File: src/hw/rtl/sar_pkg.sv
`timescale 1ns / 1ps

package sar_pkg;

    // Grid geometry
    localparam int GRID_SIDE = 64;
    localparam int IDX_W     = $clog2(GRID_SIDE);
    // Sweep step runs 0 .. GRID_SIDE+2
    localparam int STEP_W    = $clog2(GRID_SIDE + 3);

    // Cell word: height never exceeds 7 during a sweep
    localparam int H_W    = 3;
    localparam int WORD_W = H_W + 1;
    localparam logic [H_W-1:0] TOPPLE_LIMIT = H_W'(4);

    // Toppling count
    localparam int COUNT_W = 24;
    localparam int SUM_W   = COUNT_W + 1;
    localparam logic [COUNT_W-1:0] COUNT_MAX = '1;

    // Per-row topple count tree
    localparam int GRP_SIZE  = 8;
    localparam int GRP_NUM   = (GRID_SIDE + GRP_SIZE - 1) / GRP_SIZE;
    localparam int GRP_W     = $clog2(GRP_SIZE + 1);
    localparam int ROW_CNT_W = $clog2(GRID_SIDE + 1);

    // Operation codes (the spare code reads as well)
    localparam logic [1:0] OP_LOAD     = 2'd0;
    localparam logic [1:0] OP_DROP     = 2'd1;
    localparam logic [1:0] OP_READ     = 2'd2;
    localparam logic [1:0] OP_READ_ALT = 2'd3;

    typedef struct packed {
        logic [1:0] op;
        logic [5:0] row;
        logic [5:0] col;
        logic [1:0] height_in;
        logic       dead_in;
    } sar_req_t;

    typedef struct packed {
        logic [COUNT_W-1:0] topple_count;
        logic [1:0]         height_out;
        logic               dead_out;
    } sar_rsp_t;

    typedef struct packed {
        logic           dead;
        logic [H_W-1:0] height;
    } sar_word_t;

    // Sequencer to column cells
    typedef struct packed {
        logic             clr;
        logic             rd_en;
        logic [IDX_W-1:0] rd_addr;
        logic [IDX_W-1:0] wr_addr;
        logic             ld_en;
        logic [IDX_W-1:0] ld_col;
        sar_word_t        ld_word;
        logic             sw_init;
        logic             sw_proc;
        logic             sw_rd_ok;
        logic             sw_wr;
    } sar_cell_ctl_t;

endpackage

File: src/hw/rtl/sar_tally.sv
`timescale 1ns / 1ps

// Registered popcount of each row's topplings and saturating accumulator
module sar_tally (
    input  logic                            clk,
    input  logic                            rst_n,
    input  logic                            clr,
    input  logic [sar_pkg::GRID_SIDE-1:0]   topple_vec,
    output logic [sar_pkg::COUNT_W-1:0]     count
);

    import sar_pkg::*;

    logic [GRP_W-1:0]     grp_reg  [GRP_NUM];
    logic [GRP_W-1:0]     grp_next [GRP_NUM];
    logic [ROW_CNT_W-1:0] row_reg;
    logic [ROW_CNT_W-1:0] row_next;
    logic [COUNT_W-1:0]   acc_reg;
    logic [COUNT_W-1:0]   acc_next;
    logic [SUM_W-1:0]     acc_sum;

    always_comb
    begin
        // Stage one: groups of eight cells
        for (int g = 0; g < GRP_NUM; g++)
        begin
            grp_next[g] = '0;
            for (int b = 0; b < GRP_SIZE; b++)
            begin
                if (g * GRP_SIZE + b < GRID_SIDE)
                begin
                    grp_next[g] = grp_next[g] + GRP_W'(topple_vec[g * GRP_SIZE + b]);
                end
            end
        end

        // Stage two: whole row
        row_next = '0;
        for (int g = 0; g < GRP_NUM; g++)
        begin
            row_next = row_next + ROW_CNT_W'(grp_reg[g]);
        end

        // Stage three: saturating running total
        acc_sum  = {1'b0, acc_reg} + SUM_W'(row_reg);
        acc_next = acc_sum[COUNT_W] ? COUNT_MAX : acc_sum[COUNT_W-1:0];
        if (clr)
        begin
            acc_next = '0;
        end
    end

    always_ff @(posedge clk or negedge rst_n)
    begin
        if (!rst_n)
        begin
            for (int g = 0; g < GRP_NUM; g++)
            begin
                grp_reg[g] <= '0;
            end
            row_reg <= '0;
            acc_reg <= '0;
        end
        else
        begin
            grp_reg <= grp_next;
            row_reg <= row_next;
            acc_reg <= acc_next;
        end
    end

    assign count = acc_reg;

endmodule

File: config.mk
export PLATFORM = sky130hd
export DESIGN_NAME = sar_tally
export DESIGN_NICKNAME = d
export VERILOG_FILES = /design/src/hw/rtl/sar_pkg.sv /design/src/hw/rtl/sar_tally.sv
export SDC_FILE = /design/constraint.sdc
export NUM_CORES = 1
export LEC_CHECK = 0
export BUFFER_PORTS_ARGS = -buffer_cell sky130_fd_sc_hd__clkbuf_2
export CORE_UTILIZATION = 50
export DETAILED_ROUTE_END_ITERATION = 6
export PLACE_DENSITY_LB_ADDON = 0.2
export SYNTH_ARGS = -nofsm -noshare
export SYNTH_HDL_FRONTEND = slang
export SYNTH_SLANG_ARGS = --single-unit
File: constraint.sdc
create_clock -name clk -period 3.9 [get_ports clk]
set_input_delay 0.195 -clock clk [delete_from_list [all_inputs] [get_ports clk]]
set_output_delay 0.195 -clock clk [all_outputs]
set_load 0.02 [all_outputs]
* After elaboration in Yosys (flattened, before gate mapping)
Index checks and enable logic that the tools add are counted.
Operators by class: $add $sub $neg 64, multiply operators 0, div/mod/pow operators 0, order comparisons 0, equal/unequal tests 0, shifts and indexed selects 0, muxes and demuxes 2, bitwise logic cells 0, reduce and logical (&&, ||, !) cells 0
Operators by type and width (count):
- $add 4x1->4 | 32
- $mux 24 | 2
- $add 3x1->4 | 8
- $add 7x4->7 | 4
- $add 24x7->25 | 1
- $add 2x1->3 | 8
- $add 1x1->2 | 8
- $add 6x4->7 | 1
- $add 5x4->6 | 1
- $add 4x4->5 | 1
Word-level totals: register bits 63, bits in latches 0, bits in writable memories 0, memory bits (read-only) 0, input bits 67, output and inout bits 24, logic and storage cells 76, memories kept 0

* Longest topological paths before layout
word-level depth 7, mapped depth 14

* Worst setup path after synthesis
Ideal clock, no wire load.
path type flip-flop to flip-flop, start point reg grp_reg[3] (netlist bit), end point reg row_reg[5], setup time 0.080 ns, arrival time 3.345 ns, path slack 0.475 ns, stages on the path, launching flop included 13, buffers on the path 0, cells stage by stage dfrtp_1 > inv_1 > fa_1 > inv_1 > fa_1 > fa_1 > inv_1 > fa_1 > inv_1 > ha_1 > a21o_1 > a21oi_1 > xnor2_1
On the way: longest elaborated chain between the ends 1
Ends and longest elaborated chain:
- start: declaration | RTL line sar_tally.sv:14 | logic [GRP_W-1:0] grp_reg [GRP_NUM];
- start signal: assignment | RTL line sar_tally.sv:66 | grp_reg <= grp_next;
- $add 7x4->7 | RTL line sar_tally.sv:41 | row_next = row_next + ROW_CNT_W'(grp_reg[g]);
- via row_next[5] | RTL line sar_tally.sv:17 | logic [ROW_CNT_W-1:0] row_next;
- end signal: assignment | RTL line sar_tally.sv:67 | row_reg <= row_next;
- end: declaration | RTL line sar_tally.sv:16 | logic [ROW_CNT_W-1:0] row_reg;
The timed path passes the listed nets, and every way through them passes these cells.

* Worst setup path in the final report
Ends and elaborated chain as after synthesis.

==> results_dict.tcl <==
set metrics [dict create \
    mostFrequentLayoutCell "inv_1" \
    slowest_delay_ns 0.58 \
    synth_edf_count 0 \
    ys_seq_area_share_pct 34.1 \
    synth_area_mm2 0.00462 \
    cap_violations 0 \
    synthXorXnorAreaFrac_pct 4.73 \
    slowest_stage "fa_1" \
    r2r_cells 12 \
    period_needed_ns 3.56 \
    synth.distinct_cells 38 \
    setup-tns-final_ns 0 \
    ys_warn_count 0 \
    viasPerCell 4.82 \
    netlist_instances 426 \
    overflow 0 \
    drt_iter0_markers 77 \
    drc 3 \
    nNetsFinal 686 \
    grtUsageMet1_pct 21.3 \
    antenna_found_initial 0 \
    synth_nets 587 \
    dieWidth_um 98.2 \
    grt.busiest_layer "met2" \
    num_antenna_cells 0 \
    start_util_pct 52.3 \
    clock-skew-final_ns 0.0173 \
    powerDensity_mw_per_mm2 880 \
    regToRegStartpoint "grp_reg[3]$_DFF_PN0_" \
    rsz0062_at_grt "no" \
    finalHoldViolCount 0 \
    power_leakage_nw 2.93 \
    critPathBufInv 4 \
    yosys.area_share.simple_pct 5.90 \
    area_delta_synth_final_pct 16.5 \
    clk_pin_slew_ns 0.07 \
    avgSynthCellArea_um2 10.9 \
    setup-violations-final 0 \
    core_mm2 0.00885 \
    ir_drop_mv 0.617 \
    final_cell_mix "inv_1 (134), clkbuf_2 (90), dfrtp_1 (63)" \
    dieArea_mm2 0.00964 \
    rows 34 \
    path_class "flop to flop" \
    setup.worst_path.end "row_reg[5]$_DFF_PN0_" \
    ys_async_sr_fraction_pct 100 \
    violations "DRC" \
    grt.total_usage_pct 17.6 \
    holdCritPathClass "input pin to flop" \
    critPathRequiredTime_ns 4.16 \
    maxSlewViolCount 0 \
    ys.flop_type "dfrtp_1" \
    synth_top_family_by_area "adder cells" \
    ant_nets 0 \
    cp.depth 12 \
    dr.pass1.iters 6 \
    ios 91 \
    maxSlewHeadroom_pct 45.9 \
    place_hpwl_um 6290 \
    rr_endpoint "row_reg[5]$_DFF_PN0_" \
    cts_buffers 9 \
    htreeDepth 3 \
    clkSinkCount 63 \
    largest_register_ffs 32 \
    outcome "finished with violations" \
    critPathMaxFanout 2 \
    cp-end-kind "flop" \
    ys_ff_latch 63 \
    layout-drive-gt1-share_pct 23.4 \
    wl_per_cell_um 11.9 \
    wl_um 7590 \
    worst_pin_slew_ns 0.811 \
    fin_util_pct 60.9 \
    grt_pass1_vias 3172 \
    use_met3_pct 4.01 \
    cts_tree "built" \
    die_h_um 98.2 \
    synth_compound_gate_area_share_pct 9.39 \
    p_total_w 0.00474 \
    grt_pass1_wl_um 13500 \
    post_cts_resized 0 \
    critical_path.startpoint "grp_reg[3]$_DFF_PN0_" \
    worstSetupStartpointType "flop" \
    muxShareOfSynthArea_pct 0 \
    synth_fa_ha_area_share_pct 34.5 \
    port_buffers 90 \
    place.gp.congestion 0.812 \
    cts_root_buf "clkbuf_8" \
    gr-usage-met2_pct 32.1 \
    critical_path.top_delay_family "adder cells" \
    path_cells "inv_1 > fa_1 > inv_1 > fa_1 > fa_1 > inv_1 > fa_1 > inv_1 > ha_1 > a21o_1 > a21oi_1 > xnor2_1" \
    dr_total_vias 3070 \
    min_period_over_period_pct 91.3 \
    fmax_mhz 281 \
    reg2reg_slack_ns 0.34 \
    grt_start_max_net_pins 35 \
    clock_path_buffers 2 \
    arrival_ns 3.82 \
    clk_latency_ns 0.34 \
]
-- final cells by class --
cell class,count,area (um^2)
repair buffers,92,468
inverters,134,503
clock inverters,3,17.5
multi-input cells,225,2520
clock buffers,12,165
well taps,108,135
flip-flops and latches,63,1580
fillers,739,3460
-- Yosys cell counts (all sizes together), types with 2 or more instances --
cell     count  area (um^2)
nor2b       10         62.6
o211ai       5         37.5
xnor2       13          114
a21oi       32          198
ha          38          475
nor2         4         15.0
clkbuf       3         11.3
nand4        4         46.3
o2111ai      2         17.5
a31oi        5         31.3
and2         2         12.5
fa          56         1120
a211oi       8         72.6
nand2b       3         18.8
or3          3         25.0
inv        134          503
a21o         3         22.5
nand3        2         10.0
and4         3         28.8
o21ai        6         30.0
nor3         3         15.0
nand2        5         18.8
and3         3         20.0
xor2        12          105
dfrtp       63         1580
-- routing by layer --
layer	routed length, um	up-vias
met5	0	-
met4	76	0
met3	297	9
met2	3960	65
met1	3260	1496
li1	-	1500
-- worst min path at each step --
stage / from / end / slack [ns] / depth (start not counted)
global placement: rst_n / count[16]$_DFF_PN0_ / 0.32 / 1
floorplan: rst_n / count[0]$_DFF_PN0_ / -0.10 / 0
global route: topple_vec[2] / grp_reg[28]$_DFF_PN0_ / 0.07 / 2
finish: topple_vec[2] / grp_reg[28]$_DFF_PN0_ / 0.08 / 2
detailed placement: rst_n / count[16]$_DFF_PN0_ / 0.33 / 1
CTS: topple_vec[2] / grp_reg[28]$_DFF_PN0_ / 0.07 / 2
-- repair_timing --
| item | 4_1_cts | 5_1_grt |
|---|---|---|
| hold buffers | 1 | 0 |
| setup buffers | 0 | 0 |
| hold endpoints to repair | 33 | 0 |
-- per-stage QoR --
step	cells	cell area, um^2	setup WS [ns]	hold slack, ns
floorplan	426	4620	0.475	-0.101
global placement	621	5190	0.421	0.320
CTS	637	5390	0.306	0.0726
global route	637	5390	0.163	0.0741
detailed placement	621	5190	0.298	0.333
finish	637	5390	0.341	0.0805
-- report_power, final --
part	switching (W)	internal, W
Clock	0.000238	0.000277
Sequential	0.0000719	0.000917
Combinational	0.00178	0.00146
-- logic make-up (layout without fill, tap and decap cells) --
kind of cell	after synthesis	count (layout)
fa+ha+maj	94	94
buf+inv	138	241
compound gates	64	64
flops	63	63
simple gates	42	42
xor+xnor	25	25
(Power assumes the default switching activity.)
