--- src/hw/rtl/sar_pkg.sv ---
`timescale 1ns / 1ps

package sar_pkg;

    // Grid geometry
    localparam int GRID_SIDE = 64;
    localparam int IDX_W     = $clog2(GRID_SIDE);
    // Sweep step runs 0 .. GRID_SIDE+2
    localparam int STEP_W    = $clog2(GRID_SIDE + 3);

    // Cell word: height never exceeds 7 during a sweep
    localparam int H_W    = 3;
    localparam int WORD_W = H_W + 1;
    localparam logic [H_W-1:0] TOPPLE_LIMIT = H_W'(4);

    // Toppling count
    localparam int COUNT_W = 24;
    localparam int SUM_W   = COUNT_W + 1;
    localparam logic [COUNT_W-1:0] COUNT_MAX = '1;

    // Per-row topple count tree
    localparam int GRP_SIZE  = 8;
    localparam int GRP_NUM   = (GRID_SIDE + GRP_SIZE - 1) / GRP_SIZE;
    localparam int GRP_W     = $clog2(GRP_SIZE + 1);
    localparam int ROW_CNT_W = $clog2(GRID_SIDE + 1);

    // Operation codes (the spare code reads as well)
    localparam logic [1:0] OP_LOAD     = 2'd0;
    localparam logic [1:0] OP_DROP     = 2'd1;
    localparam logic [1:0] OP_READ     = 2'd2;
    localparam logic [1:0] OP_READ_ALT = 2'd3;

    typedef struct packed {
        logic [1:0] op;
        logic [5:0] row;
        logic [5:0] col;
        logic [1:0] height_in;
        logic       dead_in;
    } sar_req_t;

    typedef struct packed {
        logic [COUNT_W-1:0] topple_count;
        logic [1:0]         height_out;
        logic               dead_out;
    } sar_rsp_t;

    typedef struct packed {
        logic           dead;
        logic [H_W-1:0] height;
    } sar_word_t;

    // Sequencer to column cells
    typedef struct packed {
        logic             clr;
        logic             rd_en;
        logic [IDX_W-1:0] rd_addr;
        logic [IDX_W-1:0] wr_addr;
        logic             ld_en;
        logic [IDX_W-1:0] ld_col;
        sar_word_t        ld_word;
        logic             sw_init;
        logic             sw_proc;
        logic             sw_rd_ok;
        logic             sw_wr;
    } sar_cell_ctl_t;

endpackage

--- src/hw/rtl/sar_ctrl.sv ---
`timescale 1ns / 1ps

// Transaction sequencer: clearing pass, cell access, relaxation sweeps, result register
module sar_ctrl (
    input  logic                                          clk,
    input  logic                                          rst_n,
    input  sar_pkg::sar_req_t                             req,
    input  logic                                          req_valid,
    output logic                                          req_stall,
    output sar_pkg::sar_rsp_t                             rsp,
    output logic                                          rsp_valid,
    input  logic                                          rsp_stall,
    output sar_pkg::sar_cell_ctl_t                        cell_ctl,
    input  sar_pkg::sar_word_t [sar_pkg::GRID_SIDE-1:0]   col_words,
    input  logic                                          topple_any,
    output logic                                          tally_clr,
    input  logic [sar_pkg::COUNT_W-1:0]                   tally_count
);

    import sar_pkg::*;

    typedef enum logic [2:0] {
        ST_CLEAR,
        ST_IDLE,
        ST_ISSUE,
        ST_LOOK,
        ST_SWEEP,
        ST_REPORT
    } state_t;

    state_t           state_reg;
    sar_req_t         item_reg;
    logic [IDX_W-1:0] clr_idx_reg;
    logic [STEP_W-1:0] step_reg;
    logic             any_reg;
    logic             post_reg;
    sar_rsp_t         res_reg;
    sar_rsp_t         rsp_reg;
    logic             rsp_valid_reg;

    logic             in_grid;
    logic [IDX_W-1:0] row_idx;
    logic [IDX_W-1:0] col_idx;
    sar_word_t        sel_word;
    logic [H_W-1:0]   h_inc;
    logic             start_sweep;
    logic             sweep_last;
    sar_rsp_t         look_res;
    logic             rsp_load;

    // Addressing and decisions on the held transaction
    always_comb
    begin
        in_grid     = (int'(item_reg.row) < GRID_SIDE) && (int'(item_reg.col) < GRID_SIDE);
        row_idx     = IDX_W'(item_reg.row);
        col_idx     = IDX_W'(item_reg.col);
        sel_word    = col_words[col_idx];
        h_inc       = sel_word.height + H_W'(1);
        start_sweep = (state_reg == ST_LOOK) && in_grid && !post_reg
                   && (item_reg.op == OP_DROP) && !sel_word.dead
                   && (h_inc >= TOPPLE_LIMIT);
        sweep_last  = (step_reg == STEP_W'(GRID_SIDE + 2));
        rsp_load    = (state_reg == ST_REPORT) && (!rsp_valid_reg || !rsp_stall);
    end

    // Result of the held transaction once the addressed row is in view
    always_comb
    begin
        look_res = '0;
        if (in_grid)
        begin
            if (post_reg)
            begin
                look_res.topple_count = tally_count;
                look_res.height_out   = sel_word.height[1:0];
                look_res.dead_out     = sel_word.dead;
            end
            else
            begin
                unique case (item_reg.op) inside
                    OP_LOAD:
                    begin
                        look_res.height_out = item_reg.height_in;
                        look_res.dead_out   = item_reg.dead_in;
                    end
                    OP_DROP:
                    begin
                        if (sel_word.dead)
                        begin
                            look_res.height_out = sel_word.height[1:0];
                            look_res.dead_out   = 1'b1;
                        end
                        else
                        begin
                            look_res.height_out = h_inc[1:0];
                        end
                    end
                    OP_READ, OP_READ_ALT:
                    begin
                        look_res.height_out = sel_word.height[1:0];
                        look_res.dead_out   = sel_word.dead;
                    end
                endcase
            end
        end
    end

    // Cell control
    always_comb
    begin
        cell_ctl = '0;
        unique case (state_reg)
            ST_CLEAR:
            begin
                cell_ctl.clr     = 1'b1;
                cell_ctl.wr_addr = clr_idx_reg;
            end
            ST_ISSUE:
            begin
                cell_ctl.rd_en   = 1'b1;
                cell_ctl.rd_addr = row_idx;
            end
            ST_LOOK:
            begin
                cell_ctl.wr_addr = row_idx;
                cell_ctl.ld_col  = col_idx;
                if (in_grid && !post_reg)
                begin
                    if (item_reg.op == OP_LOAD)
                    begin
                        cell_ctl.ld_en          = 1'b1;
                        cell_ctl.ld_word.dead   = item_reg.dead_in;
                        cell_ctl.ld_word.height = H_W'(item_reg.height_in);
                    end
                    else if ((item_reg.op == OP_DROP) && !sel_word.dead)
                    begin
                        cell_ctl.ld_en          = 1'b1;
                        cell_ctl.ld_word.dead   = 1'b0;
                        cell_ctl.ld_word.height = h_inc;
                    end
                end
            end
            ST_SWEEP:
            begin
                // Step s reads row s, works on row s-2, writes back row s-3
                cell_ctl.sw_init  = (step_reg == '0);
                cell_ctl.sw_proc  = (step_reg != '0);
                cell_ctl.sw_rd_ok = (step_reg != '0) && (step_reg <= STEP_W'(GRID_SIDE));
                cell_ctl.rd_en    = (step_reg < STEP_W'(GRID_SIDE));
                cell_ctl.rd_addr  = step_reg[IDX_W-1:0];
                cell_ctl.sw_wr    = (step_reg >= STEP_W'(3));
                cell_ctl.wr_addr  = IDX_W'(step_reg - STEP_W'(3));
            end
            default:
            begin
                cell_ctl = '0;
            end
        endcase
    end

    assign tally_clr = start_sweep;
    assign req_stall = (state_reg != ST_IDLE);
    assign rsp       = rsp_reg;
    assign rsp_valid = rsp_valid_reg;

    always_ff @(posedge clk or negedge rst_n)
    begin
        if (!rst_n)
        begin
            state_reg     <= ST_CLEAR;
            item_reg      <= '0;
            clr_idx_reg   <= '0;
            step_reg      <= '0;
            any_reg       <= 1'b0;
            post_reg      <= 1'b0;
            res_reg       <= '0;
            rsp_reg       <= '0;
            rsp_valid_reg <= 1'b0;
        end
        else
        begin
            // Output register: refill from the finished result or empty on take
            if (rsp_load)
            begin
                rsp_reg       <= res_reg;
                rsp_valid_reg <= 1'b1;
            end
            else if (rsp_valid_reg && !rsp_stall)
            begin
                rsp_valid_reg <= 1'b0;
            end

            unique case (state_reg)
                ST_CLEAR:
                begin
                    clr_idx_reg <= clr_idx_reg + IDX_W'(1);
                    if (clr_idx_reg == IDX_W'(GRID_SIDE - 1))
                    begin
                        state_reg <= ST_IDLE;
                    end
                end
                ST_IDLE:
                begin
                    if (req_valid)
                    begin
                        item_reg  <= req;
                        post_reg  <= 1'b0;
                        state_reg <= ST_ISSUE;
                    end
                end
                ST_ISSUE:
                begin
                    state_reg <= ST_LOOK;
                end
                ST_LOOK:
                begin
                    if (start_sweep)
                    begin
                        state_reg <= ST_SWEEP;
                        step_reg  <= '0;
                        any_reg   <= 1'b0;
                    end
                    else
                    begin
                        state_reg <= ST_REPORT;
                        res_reg   <= look_res;
                    end
                end
                ST_SWEEP:
                begin
                    if (sweep_last)
                    begin
                        // A sweep without any toppling means the grid is stable
                        step_reg <= '0;
                        any_reg  <= 1'b0;
                        if (!(any_reg || topple_any))
                        begin
                            post_reg  <= 1'b1;
                            state_reg <= ST_ISSUE;
                        end
                    end
                    else
                    begin
                        any_reg  <= any_reg | topple_any;
                        step_reg <= step_reg + STEP_W'(1);
                    end
                end
                ST_REPORT:
                begin
                    if (rsp_load)
                    begin
                        state_reg <= ST_IDLE;
                    end
                end
                default:
                begin
                    state_reg <= ST_IDLE;
                end
            endcase
        end
    end

endmodule
--- config.mk ---
export PLATFORM = sky130hd
export DESIGN_NAME = sar_ctrl
export DESIGN_NICKNAME = d
export VERILOG_FILES = /design/src/hw/rtl/sar_pkg.sv /design/src/hw/rtl/sar_ctrl.sv
export SDC_FILE = /design/constraint.sdc
export NUM_CORES = 1
export LEC_CHECK = 0
export BUFFER_PORTS_ARGS = -buffer_cell sky130_fd_sc_hd__buf_2
export CELL_PAD_IN_SITES_DETAIL_PLACEMENT = 1
export CELL_PAD_IN_SITES_GLOBAL_PLACEMENT = 1
export CORE_MARGIN = 1.5
export CORE_UTILIZATION = 35
export CTS_CLUSTER_DIAMETER = 100
export DETAILED_ROUTE_END_ITERATION = 8
export PLACE_DENSITY = 0.91
export SLEW_MARGIN = 20
export SYNTH_ARGS = -nofsm -noshare
export SYNTH_HDL_FRONTEND = slang
export SYNTH_SLANG_ARGS = --single-unit
--- constraint.sdc ---
create_clock -name clk -period 5.7 [get_ports clk]
set_input_delay 0 -clock clk [delete_from_list [all_inputs] [get_ports clk]]
set_output_delay 0 -clock clk [all_outputs]
set_load 0.05 [all_outputs]
* Word-level counts from Yosys, hierarchy flattened
Index checks and enable logic that the tools add are counted.
** Word-level totals
- Flip-flop bits (word level) :: 90
- Output and inout port bits :: 59
- Input bits :: 302
** Operators by class
- Reduce and logical (&&, ||, !) cells :: 27
- Eq/ne operators :: 17
- $add $sub $neg :: 4
- Magnitude comparators :: 5
- Multiplexer cells :: 37
- Bitwise gates (word level) :: 2
** Operators by type and width (number)
- one-hot mux 7 bit (2 select lines) :: 2
- binary-select mux 4 bit (select 6 bit) :: 1
- two-way mux 24 bit :: 1
- two-way mux 3 bit :: 7
- one-hot mux 3 bit (6 select lines) :: 1
- one-hot mux 6 bit (3 select lines) :: 1
- two-way mux 4 bit :: 4
- two-way mux 7 bit :: 2
- two-way mux 1 bit :: 13
- inequality test 2 bit, second input constant :: 6
- two-way mux 11 bit :: 1
- one-hot mux 3 bit (3 select lines) :: 1
- logical AND 1 bit :: 8
- adder 7 x 1 -> 7 bit, second input constant :: 1
- == test 7 bit, second input constant :: 1
- >= comparator 7 x 2 -> 1 bit, second input constant :: 1
- <= comparator 7 bit, second input constant :: 1
- logical NOT 7 bit :: 1
- < comparator 6 x 7 -> 1 bit, second input constant :: 1
- < comparator 7 bit, second input constant :: 1
- nonzero test 7 bit :: 1
- adder 6 x 1 -> 6 bit, second input constant :: 1
- == test 3 x 2 -> 1 bit, second input constant :: 2
- == test 3 bit, second input constant :: 2
- other kinds (21) :: 31

* Logic depth before layout (Yosys ltp)
Gate-level depths: netlist (run 1).
- Word-level depth :: 8
- Gate-level depth with buffers :: 18
- Mapped depth without buffers :: 11

* Least setup slack after synthesis (run 1)
Ideal clock, no wire load.
- Path type :: reg2out
- Start :: register item_reg, in the netlist col_idx[0]
- End :: output cell_ctl[6] in the netlist's numbering
- Data required time :: 5700 ps
- Cell stages (with the launch flop) :: 15
- Arrival :: 4466 ps
- Buffers on the path :: 5
- Path slack :: 1234 ps
- Cell sequence :: dfrtp_1 buf_6 buf_6 buf_2 buf_2 buf_2 mux4_2 a22oi_1 nand4_1 o21ai_0 a31oi_1 ha_1 nor2b_1 mux2_2 nor4_1
** RTL lines
- start: declaration :: RTL line sar_ctrl.sv:32 : sar_req_t item_reg;
- start signal: assignment :: RTL line sar_ctrl.sv:206 : item_reg <= req;
- end: declaration :: RTL line sar_ctrl.sv:13 : output sar_pkg::sar_cell_ctl_t cell_ctl,

* Final worst setup path (run 1)
- Start :: register item_reg, in the netlist col_idx[0]
- End :: register res_reg[2] in the netlist's numbering
** On the way
- Word-level cells in the longest chain between the ends :: 7
- Elaborated cells on any way between the ends :: 12
- Those cells by class :: 1 x add/sub; 1 x order compare; 5 x mux; 1 x bitwise; 4 x reduce/logical
** RTL lines
- binary-select mux 4 bit (select 6 bit) * :: RTL line sar_ctrl.sv:57 : sel_word = col_words[col_idx];
- two-way mux 4 bit (not written as such) * :: RTL line sar_ctrl.sv:57
- adder 3 x 1 -> 3 bit or logical NOT 1 bit (tied branches) :: RTL line sar_ctrl.sv:58, sar_ctrl.sv:60
- >= comparator 3 bit or logical AND 1 bit (tied branches) :: RTL line sar_ctrl.sv:61, sar_ctrl.sv:60
- logical AND 1 bit :: RTL line sar_ctrl.sv:61 : && (h_inc >= TOPPLE_LIMIT);
- inverter 1 bit (no source line)
- AND reduction 2 bit (no source line)
- end signal: assignment :: RTL line sar_ctrl.sv:226 : res_reg <= look_res;
- end: declaration :: RTL line sar_ctrl.sv:37 : sar_rsp_t res_reg;
Mark *: on every way between the ends. The rest lies on a longest branch, timed or not. The select of a mux whose other input is x is not followed.
A chain may end at the register's enable or synchronous reset.

==> results by group, run 1 <==
Worst setup path
  – Endpoint required time on the critical path: 5.93 ns
  – Crit path launch type: flip-flop
  – Data arrival, critical path: 4.52 ns
  – Worst setup path class: flip-flop to flip-flop
  – Worst Reg-to-Reg Cells: 12
  – Critical path capture point type: flip-flop
  – Largest fanout of any net on the critical path: 28

Floorplanning
  – Die height: 139 um
  – Number of placement rows: 49
  – Horizontal die dimension: 139 um
  – Top Ports: 361
  – Effective utilization at floorplan: 0.359
  – Total core area: 18000 um^2
  – Die area: 19300 um^2

Synth
  – Synthesized-area fraction occupied by and/or/nand/nor cells: 0.152
  – Area share of the largest cell type after synthesis: 0.348
  – Number of storage elements in the synthesis netlist: 90
  – Compound-Gate Fraction of Synth Area: 0.137
  – Average cell area after synthesis: 9.99 um^2
  – Post-synthesis cell type count: 56
  – Ys async rst share: 1.00
  – Cell count after synthesis: 647
  – Number of warnings printed during yosys synthesis: 0
  – Ys flop type: sky130_fd_sc_hd__dfrtp_1
  – Combinational family with the most area after synthesis: multiplexers
  – Fraction of the mapped netlist area in adder cells: 0.00968
  – Sequential cell area fraction in the yosys report: 0.348
  – Post-synthesis net count: 954
  – Cell type with the largest total area after synthesis: sky130_fd_sc_hd__dfrtp_1
  – Synthesized cell area: 6460 um^2
  – Fraction of synthesized area in multiplexers: 0.278
  – Dominant cells by area after synthesis: sky130_fd_sc_hd__dfrtp_1 35%, sky130_fd_sc_hd__mux4_2 14%, sky130_fd_sc_hd__mux2i_1 5.3%, sky130_fd_sc_hd__mux2_2 5.1%, sky130_fd_sc_hd__o21ai_0 5.0%
  – Parity-gate share of the synthesized area counting xor and xnor cells: 0.0108
  – Number of synthesized flops with an enable pin: 0

Global route
  – Pin count of the biggest net entering global routing: 77
  – Via count of the first global-routing pass: 7523
  – Antenna violations before repair: 11
  – Overall global routing resource usage: 0.296
  – First-pass GRT wire length: 43700 um
  – Residual overflow from global routing: 0

Power and ir drop
  – Power per cell area: 519 nW/um^2
  – Static leakage: 4.37 nW
  – Overall power after layout: 4.73 mW
  – Maximum vdd drop: 0.253 mV

Job
  – Number of maximum-capacitance violations: 0

Routing
  – Number of routed nets with antenna violations: 0
  – DRC viols: 0
  – Total wire length: 29200 um
  – Vias: 7106
  – Iteration count of the initial detailed-routing pass: 5
  – Vias per cell: 5.65
  – Violation count after the first detailed-routing iteration: 380
  – Average wire length per cell after detail routing: 23.2 um

Clock network
  – TritonCTS Buffers: 9
  – Buffer cell driving the clock tree root: sky130_fd_sc_hd__clkbuf_16
  – Hold buffer count at cts: 44
  – CTS-repair resized insts: 0
  – H-tree Lvls: 3
  – TritonCTS clock tree: done
  – Insertion delay of the later-clocked pin in the worst-skew pair: 0.35 ns
  – Count of buffers added by post-CTS timing repair for setup: 0
  – Clock input transition at the sequential cells of the worst setup and hold paths: 0.07 ns
  – Number of clock sinks: 90
  – Bufs on Longest Clock Path: 2

Timing
  – Period utilisation layout: 0.752
  – Setup repair after global routing missed its margin: no
  – Setup-failing EPs final: 0
  – Final-layout worst hold slack: 0.0234 ns
  – Pin slew with the least headroom to its limit: 0.981 ns
  – Worst Clk Skew: 0.0133 ns
  – Max-Slew Margin vs Limit: 0.341
  – Highest Clock Rate: 233 MHz
  – Final hold vios: 0
  – Aggregate negative setup slack: 0 ns
  – Final worst path period need: 4.29 ns
  – Number of slew-limit violations in the final report: 0

Placed design
  – Dpl cells: 1188
  – Gpl congestion: 0.899
  – Placed wire-length estimate after detailed placement: 22100 um
  – IO buf count: 360

Worst hold path
  – Hold depth: 3
  – Worst min-delay path class: input pin to flip-flop

Final layout
  – Fillcell total: 2159
  – FF/Latch Area: 2260 um^2
  – Final design utilization: 0.506
  – Share of final-layout standard cells stronger than drive strength 1: 0.456
  – Non-filler cells in the finished layout: 1257
  – Total number of nets in the final design: 1322
  – Layout Area Growth over Synthesis: 41.1%
  – Multi-input logic area: 3810 um^2

Status
  – Status: finished clean
## per-layer routing
layer  wire (um)  GRT usage  share of wire
met5          52          0         0.0018
met4        1090      0.127          0.037
met3        2080     0.0677          0.071
met2       14600      0.508           0.50
met1       11400      0.357           0.39
## final cells by class
type | count | share of cell area
antenna | 8 | 0.00219
clock buffer | 10 | 0.0251
multi-input combinational | 465 | 0.417
inverter | 38 | 0.0156
tap | 229 | 0.0314
clock inverter | 6 | 0.00713
timing repair buffer | 411 | 0.254
sequential | 90 | 0.247
## placed cells by master, fill, tap and decap left out, types with 8 or more instances in the layout
master / count
sky130_fd_sc_hd__and3_1: 11
sky130_fd_sc_hd__dlygate4sd3_1: 44
sky130_fd_sc_hd__nor3_1: 15
sky130_fd_sc_hd__diode_2: 8
sky130_fd_sc_hd__inv_1: 37
sky130_fd_sc_hd__nor2b_1: 12
sky130_fd_sc_hd__a22oi_1: 21
sky130_fd_sc_hd__nand2b_1: 8
sky130_fd_sc_hd__mux2i_1: 34
sky130_fd_sc_hd__mux4_2: 41
sky130_fd_sc_hd__o21ai_0: 65
sky130_fd_sc_hd__nand2_1: 52
sky130_fd_sc_hd__nand3_1: 38
sky130_fd_sc_hd__dfrtp_1: 88
sky130_fd_sc_hd__a21oi_1: 17
sky130_fd_sc_hd__nand4_1: 9
sky130_fd_sc_hd__mux4_1: 8
sky130_fd_sc_hd__clkbuf_16: 9
sky130_fd_sc_hd__mux2_2: 29
sky130_fd_sc_hd__nor2_1: 29
sky130_fd_sc_hd__buf_2: 359
## worst paths after layout
kind / from / to / slack [ns]
max in group asynchronous: rst_n / col_idx[1] / 4.35
min in group asynchronous: rst_n / rsp[25] / 0.16
max: col_idx[0] / res_reg[2] / 1.41
max reg2reg: col_idx[0] / res_reg[2] / 1.41
min reg2reg: rsp[8] / rsp[8] / 0.48
min: req_valid / state_reg[0] / 0.02
## synthesized netlist by cell type (all sizes together) (2+ instances only)
| cell | n |
|---|---|
| o22a | 2 |
| or2 | 6 |
| a221oi | 5 |
| a21oi | 17 |
| dfrtp | 90 |
| nand4 | 9 |
| nand2 | 52 |
| nand3 | 38 |
| inv | 37 |
| mux2i | 34 |
| nor4 | 3 |
| a31oi | 6 |
| and2 | 3 |
| and3 | 11 |
| mux2 | 29 |
| nor3 | 16 |
| o221ai | 2 |
| o22ai | 7 |
| nand2b | 8 |
| or3 | 4 |
| xnor2 | 7 |
| nor2 | 31 |
| o21ai | 69 |
| a2111oi | 3 |
| buf | 21 |
| nor2b | 12 |
| a22oi | 21 |
| a311oi | 2 |
| mux4 | 49 |
| o211ai | 2 |
| clkbuf | 33 |
| ha | 5 |
| a211o | 2 |
## metrics by stage
step | worst slack [ns] | cell area [um^2]
global placement | 1.46 | 8340
detailed placement | 1.31 | 8340
finish | 1.41 | 9120
global route | 0.967 | 9120
floorplan | 1.23 | 6460
CTS | 1.28 | 9070
## kinds of logic after synthesis
family	count (synthesis)
adder cells (fa/ha/maj)	5
flip-flops	90
multiplexers	112
XOR/XNOR	8
AO/OA/AOI/OAI	144
AND/OR/NAND/NOR	196
buffers and inverters	92
## critical path: stages (launching register included)
cell and delay, ns:
sky130_fd_sc_hd__dfrtp_2 0.85, sky130_fd_sc_hd__inv_1 0.46, sky130_fd_sc_hd__a2111oi_0 0.44, sky130_fd_sc_hd__a311oi_1 0.10, sky130_fd_sc_hd__a311oi_1 0.31, sky130_fd_sc_hd__a31oi_1 0.23, sky130_fd_sc_hd__ha_1 0.30, sky130_fd_sc_hd__nand2b_1 0.15
sky130_fd_sc_hd__mux2i_1 0.41, sky130_fd_sc_hd__nor3_2 0.10, sky130_fd_sc_hd__a21boi_2 0.16, sky130_fd_sc_hd__buf_4 0.29, sky130_fd_sc_hd__mux2_2 0.37
## where the power goes
| part | switching, mW | internal, mW |
|---|---|---|
| clock | 0.267 | 0.342 |
| sequential | 0.375 | 0.851 |
| combinational | 1.74 | 1.15 |
Note: power is estimated with default switching activity, not from simulation.
==> run 2: changes to the inputs <==
--- a/config.mk
+++ b/config.mk
@@ -9,10 +9,10 @@
 export CELL_PAD_IN_SITES_DETAIL_PLACEMENT = 1
 export CELL_PAD_IN_SITES_GLOBAL_PLACEMENT = 1
 export CORE_MARGIN = 1.5
-export CORE_UTILIZATION = 35
+export CORE_UTILIZATION = 29
 export CTS_CLUSTER_DIAMETER = 100
 export DETAILED_ROUTE_END_ITERATION = 8
-export PLACE_DENSITY = 0.91
+export PLACE_DENSITY = 0.81
 export SLEW_MARGIN = 20
 export SYNTH_ARGS = -nofsm -noshare
 export SYNTH_HDL_FRONTEND = slang
==> constraint.sdc (replaced) <==
create_clock -name clk -period 3.8 [get_ports clk]
set_input_delay 0 -clock clk [delete_from_list [all_inputs] [get_ports clk]]
set_output_delay 0 -clock clk [all_outputs]
set_load 0.05 [all_outputs]
==> results by group, run 2 (synthesis gave the netlist of run 1 again) <==
Status
  – Status: finished clean

Power and ir drop
  – Overall power after layout: 7.36 mW
  – Switching part of the total: 0.499
  – Power per cell area: 780 nW/um^2
  – Power spent charging and discharging nets: 3.67 mW
  – Maximum vdd drop: 0.580 mV
  – Share of power burned in combinational logic: 0.657
  – Clock Power Share: 0.116
  – Static leakage: 4.50 nW
  – Design internal power: 3.69 mW
  – Relative contribution of sequential cells to total power: 0.227

Global route
  – Via count of the first global-routing pass: 7633
  – Overall global routing resource usage: 0.255
  – Residual overflow from global routing: 0
  – First-pass GRT wire length: 45300 um
  – Pin count of the biggest net entering global routing: 65
  – Antenna violations before repair: 8

Timing
  – Final worst path period need: 3.57 ns
  – Max-Slew Margin vs Limit: 0.347
  – Final hold vios: 0
  – Setup repair after global routing missed its margin: no
  – Worst Clk Skew: 0.0133 ns
  – Highest Clock Rate: 280 MHz
  – Number of slew-limit violations in the final report: 0
  – Pin slew with the least headroom to its limit: 0.980 ns
  – Period utilisation layout: 0.940
  – Setup-failing EPs final: 0

Placed design
  – Gpl congestion: 0.946
  – IO buf count: 360
  – Placed wire-length estimate after detailed placement: 23700 um
  – Cell area after placement: 8620 um^2

Floorplanning
  – Die height: 152 um
  – Effective utilization at floorplan: 0.296
  – Die area: 23200 um^2
  – Top Ports: 361
  – Horizontal die dimension: 152 um
  – Total core area: 21800 um^2
  – Number of placement rows: 54

Clock network
  – TritonCTS Buffers: 9
  – TritonCTS clock tree: done
  – H-tree Lvls: 3
  – Insertion delay of the later-clocked pin in the worst-skew pair: 0.35 ns
  – Buffer cell driving the clock tree root: sky130_fd_sc_hd__clkbuf_16
  – Number of clock sinks: 90
  – Bufs on Longest Clock Path: 2
  – Clock input transition at the sequential cells of the worst setup and hold paths: 0.06 ns

Worst setup path
  – Worst setup path class: flip-flop to output pin
  – Largest fanout of any net on the critical path: 12
  – Critical path capture point type: output pin
  – Endpoint required time on the critical path: 3.80 ns
  – Crit path launch type: flip-flop
  – Setup slack of the worst register-to-register path: 0.26 ns
  – Data arrival, critical path: 3.57 ns

Routing
  – Violation count after the first detailed-routing iteration: 386
  – Average wire length per cell after detail routing: 22.5 um
  – Iteration count of the initial detailed-routing pass: 4
  – Vias: 7072
  – Total wire length: 30100 um
  – DRC viols: 0
  – Number of routed nets with antenna violations: 0
  – Vias per cell: 5.30

Final layout
  – Leading cell types in the layout, fill and taps excluded: 357 x sky130_fd_sc_hd__buf_2, 88 x sky130_fd_sc_hd__dfrtp_1, 65 x sky130_fd_sc_hd__o21ai_0
  – Final design utilization: 0.433
  – Layout Area Growth over Synthesis: 46.0%
  – Share of final-layout standard cells stronger than drive strength 1: 0.472
  – Commonest non-fill, non-tap cell in the layout: sky130_fd_sc_hd__buf_2
  – Total number of nets in the final design: 1348
  – Fin area: 9440 um^2

Worst hold path
  – Worst min-delay path class: input pin to flip-flop

Job
  – Number of maximum-capacitance violations: 0
-- run 2: changes by cell type in the layout (fill, tap and decap cells not counted), sizes merged --
| cell | before | now |
|---|---|---|
| buf | 367 | 393 |
| bufinv | 1 | 0 |
| clkbuf | 10 | 11 |
| clkinvlp | 1 | 2 |
| inv | 39 | 38 |
-- run 2: repair_timing --
item                       4_1_cts  5_1_grt
hold buffers                    44        0
hold endpoints to repair       106        0
gates resized for setup          0        2
setup endpoints to repair        0       32
buffers inserted                 0        8
-- run 2: final cells by class --
type,instances,area [um^2]
clock buffers,11,243
diodes,8,20.0
fillers,2595,12400
flip-flops and latches,90,2260
clock inverters,5,37.5
multi-input cells,465,3840
repair buffers,437,2550
inverters,38,143
well taps,280,350
-- run 2: path summary, 6_finish.rpt --
path,startpoint,end,cells after the start
max in group asynchronous,rst_n,rsp_valid,3
max reg2reg,col_idx[1],res_reg[3],12
min reg2reg,rsp[19],rsp[19],2
min in group asynchronous,rst_n,rsp[4],2
min,req_valid,state_reg[0],3
max,col_idx[1],tally_clr,11
-- run 2: power groups by stage --
stage / combinational, mW / clock, mW / sequential (mW)
floorplan: 3.21 / 0 / 1.86
global placement: 4.53 / 0 / 1.69
detailed placement: 4.64 / 0 / 1.71
CTS: 4.69 / 0.874 / 1.70
global route: 5.18 / 0.914 / 1.72
finish: 4.84 / 0.855 / 1.67
-- run 2: worst max-delay path, stage by stage, from the launching register on --
cell and delay, ns:
sky130_fd_sc_hd__dfrtp_4 0.53, sky130_fd_sc_hd__buf_4 0.14, sky130_fd_sc_hd__mux4_1 0.55, sky130_fd_sc_hd__a22o_1 0.23, sky130_fd_sc_hd__a211o_1 0.22, sky130_fd_sc_hd__and4_1 0.22
sky130_fd_sc_hd__ha_2 0.23, sky130_fd_sc_hd__nor2b_1 0.13, sky130_fd_sc_hd__mux2_4 0.32, sky130_fd_sc_hd__nor4_4 0.32, sky130_fd_sc_hd__buf_4 0.20, sky130_fd_sc_hd__buf_12 0.13
-- run 2: through the flow --
stage	worst slack (ns)	hold slack, ns	instances	TNS, ns
global placement	0.350	0.156	1258	0
detailed placement	0.211	0.166	1258	0
CTS	0.0335	0.0333	1318	0
floorplan	-0.0405	-0.296	647	-0.180
finish	0.227	0.0636	1334	0
global route	0.0267	0.0634	1334	0
-- run 2: routing by layer --
| metal | global-route usage | part of all wire |
|---|---|---|
| met3 | 0.0563 | 0.059 |
| met5 | 0 | 0 |
| met4 | 0.105 | 0.038 |
| met2 | 0.448 | 0.51 |
| met1 | 0.299 | 0.39 |
==> run 3: changes to the inputs <==
==> config.mk (replaced) <==
export PLATFORM = sky130hd
export DESIGN_NAME = sar_ctrl
export DESIGN_NICKNAME = d
export VERILOG_FILES = /design/src/hw/rtl/sar_pkg.sv /design/src/hw/rtl/sar_ctrl.sv
export SDC_FILE = /design/constraint.sdc
export NUM_CORES = 1
export LEC_CHECK = 0
export BUFFER_PORTS_ARGS = -buffer_cell sky130_fd_sc_hd__buf_2
export CELL_PAD_IN_SITES_DETAIL_PLACEMENT = 2
export CELL_PAD_IN_SITES_GLOBAL_PLACEMENT = 2
export CORE_MARGIN = 1.5
export CORE_UTILIZATION = 23
export CTS_CLUSTER_DIAMETER = 120
export DETAILED_ROUTE_END_ITERATION = 8
export PLACE_DENSITY = 0.82
export SLEW_MARGIN = 20
export SYNTH_ARGS = -nofsm -noshare
export SYNTH_HDL_FRONTEND = slang
export SYNTH_SLANG_ARGS = --single-unit
==> results by group, run 3 (synthesis gave the netlist of run 1 again) <==
Status
  – Status: finished clean

Final layout
  – Layout Area Growth over Synthesis: 47.1%
  – Commonest non-fill, non-tap cell in the layout: sky130_fd_sc_hd__buf_2
  – Total number of nets in the final design: 1338
  – Leading cell types in the layout, fill and taps excluded: 357 x sky130_fd_sc_hd__buf_2, 88 x sky130_fd_sc_hd__dfrtp_1, 65 x sky130_fd_sc_hd__o21ai_0
  – Non-filler cells in the finished layout: 1420
  – Share of final-layout standard cells stronger than drive strength 1: 0.469

Timing
  – Pin slew with the least headroom to its limit: 1.10 ns
  – Max-Slew Margin vs Limit: 0.270
  – Worst Clk Skew: 0.0155 ns
  – Aggregate negative setup slack: 0 ns
  – Setup repair after global routing missed its margin: no
  – Period utilisation layout: 0.947
  – Setup-failing EPs final: 0
  – Final worst setup slack: 0.202 ns
  – Number of slew-limit violations in the final report: 0
  – Final-layout worst hold slack: 0.0437 ns
  – Final worst path period need: 3.60 ns
  – Highest Clock Rate: 278 MHz
  – Final hold vios: 0

Routing
  – Average wire length per cell after detail routing: 22.9 um
  – DRC viols: 0
  – Number of routed nets with antenna violations: 0
  – Vias per cell: 4.95
  – Vias: 7034
  – Iteration count of the initial detailed-routing pass: 5
  – Total wire length: 32500 um
  – Violation count after the first detailed-routing iteration: 297

Clock network
  – H-tree Lvls: 3
  – TritonCTS clock tree: done
  – Bufs on Longest Clock Path: 2
  – Insertion delay of the later-clocked pin in the worst-skew pair: 0.36 ns
  – Clock input transition at the sequential cells of the worst setup and hold paths: 0.07 ns
  – TritonCTS Buffers: 9
  – Buffer cell driving the clock tree root: sky130_fd_sc_hd__clkbuf_16
  – Number of clock sinks: 90

Floorplanning
  – Effective utilization at floorplan: 0.233
  – Die area: 29100 um^2
  – Number of placement rows: 61
  – Top Ports: 361
  – Total core area: 27700 um^2
  – Die height: 171 um
  – Horizontal die dimension: 171 um

Power and ir drop
  – Static leakage: 4.47 nW
  – Power per cell area: 785 nW/um^2
  – Maximum vdd drop: 0.298 mV

Worst setup path
  – Data arrival, critical path: 3.60 ns
  – Critical path capture point type: output pin
  – Endpoint required time on the critical path: 3.80 ns
  – Largest fanout of any net on the critical path: 26
  – Crit path launch type: flip-flop
  – Worst setup path class: flip-flop to output pin

Global route
  – First-pass GRT wire length: 47000 um
  – Via count of the first global-routing pass: 7896
  – Overall global routing resource usage: 0.215
  – Pin count of the biggest net entering global routing: 57
  – Residual overflow from global routing: 0
  – Antenna violations before repair: 8

Placed design
  – Setup Slack @ Placement: 0.0820 ns
  – IO buf count: 360
  – Placed wire-length estimate after detailed placement: 25100 um
  – Gpl congestion: 0.860
  – Dpl cells: 1353

Job
  – Number of maximum-capacitance violations: 0

Worst hold path
  – Worst min-delay path class: input pin to flip-flop
==> run 3: cell count changes in the layout (fill, tap and decap cells not counted), sizes merged <==
cell      change
buf          -10
inv           +3
clkbuf        -2
diode         -2
clkinvlp      -1
==> run 3: critical path, cell delays in order, from the launching register on <==
cell and delay [ns]:
sky130_fd_sc_hd__dfrtp_4 0.58, sky130_fd_sc_hd__buf_12 0.21, sky130_fd_sc_hd__buf_4 0.18, sky130_fd_sc_hd__mux2i_1 0.12, sky130_fd_sc_hd__a221oi_1 0.39, sky130_fd_sc_hd__o21ai_0 0.16, sky130_fd_sc_hd__a31oi_1 0.36, sky130_fd_sc_hd__ha_2 0.29
sky130_fd_sc_hd__nor2_1 0.05, sky130_fd_sc_hd__mux2_4 0.30, sky130_fd_sc_hd__nor4_4 0.33, sky130_fd_sc_hd__buf_4 0.27
==> run 3: what timing repair did <==
action	in CTS	in global routing
resized for setup	0	4
hold endpoints to repair	98	0
buffers inserted	1	0
cloned	0	0
setup endpoints to repair	1	16
hold buffers	44	0
pin swaps	0	0
==> run 3: worst paths after layout <==
kind                                 start           end  slack [ns]  cells after the start
worst min register to register      rsp[9]        rsp[9]        0.48                      2
worst max-delay path            col_idx[1]     tally_clr        0.20                     11
worst max register to register  col_idx[1]   res_reg[15]        0.23                     13
max in group asynchronous            rst_n    col_idx[4]        2.53                      3
min in group asynchronous            rst_n       rsp[14]        0.24                      2
worst min-delay path             req_valid  state_reg[0]        0.04                      3
==> run 3: area by class of cell <==
cell class,instances,area [um^2]
diodes,6,15.0
clock buffers,9,225
clock inverters,7,80.1
fillers,3178,18200
inverters,38,143
multi-input cells,465,3820
flip-flops and latches,90,2260
well taps,378,473
repair buffers,427,2490
==> run 3: per-stage QoR <==
| step | power (mW) | utilization | area, um^2 |
|---|---|---|---|
| after floorplan | 5.07 | - | 6530 |
| after global placement | 6.33 | 0.315 | 8730 |
| after detailed placement | 6.48 | 0.315 | 8730 |
| after CTS | 7.50 | 0.342 | 9490 |
| after global routing | 7.93 | 0.343 | 9510 |
| final | 7.47 | 0.343 | 9510 |
==> run 3: per-layer routing <==
metal / track usage / routed length, um / vias up
li1: - / - / 3183
met1: 0.238 / 12200 / 3541
met2: 0.405 / 17500 / 266
met3: 0.0562 / 2290 / 40
met4: 0.0562 / 482 / 4
met5: 0 / 25 / -
==> run 3: where the power goes <==
| part | internal [mW] | leakage (nW) | total [mW] | switching, mW |
|---|---|---|---|---|
| clock | 0.470 | 0.146 | 0.931 | 0.461 |
| sequential | 1.28 | 1.18 | 1.68 | 0.397 |
| combinational | 1.91 | 3.15 | 4.86 | 2.95 |
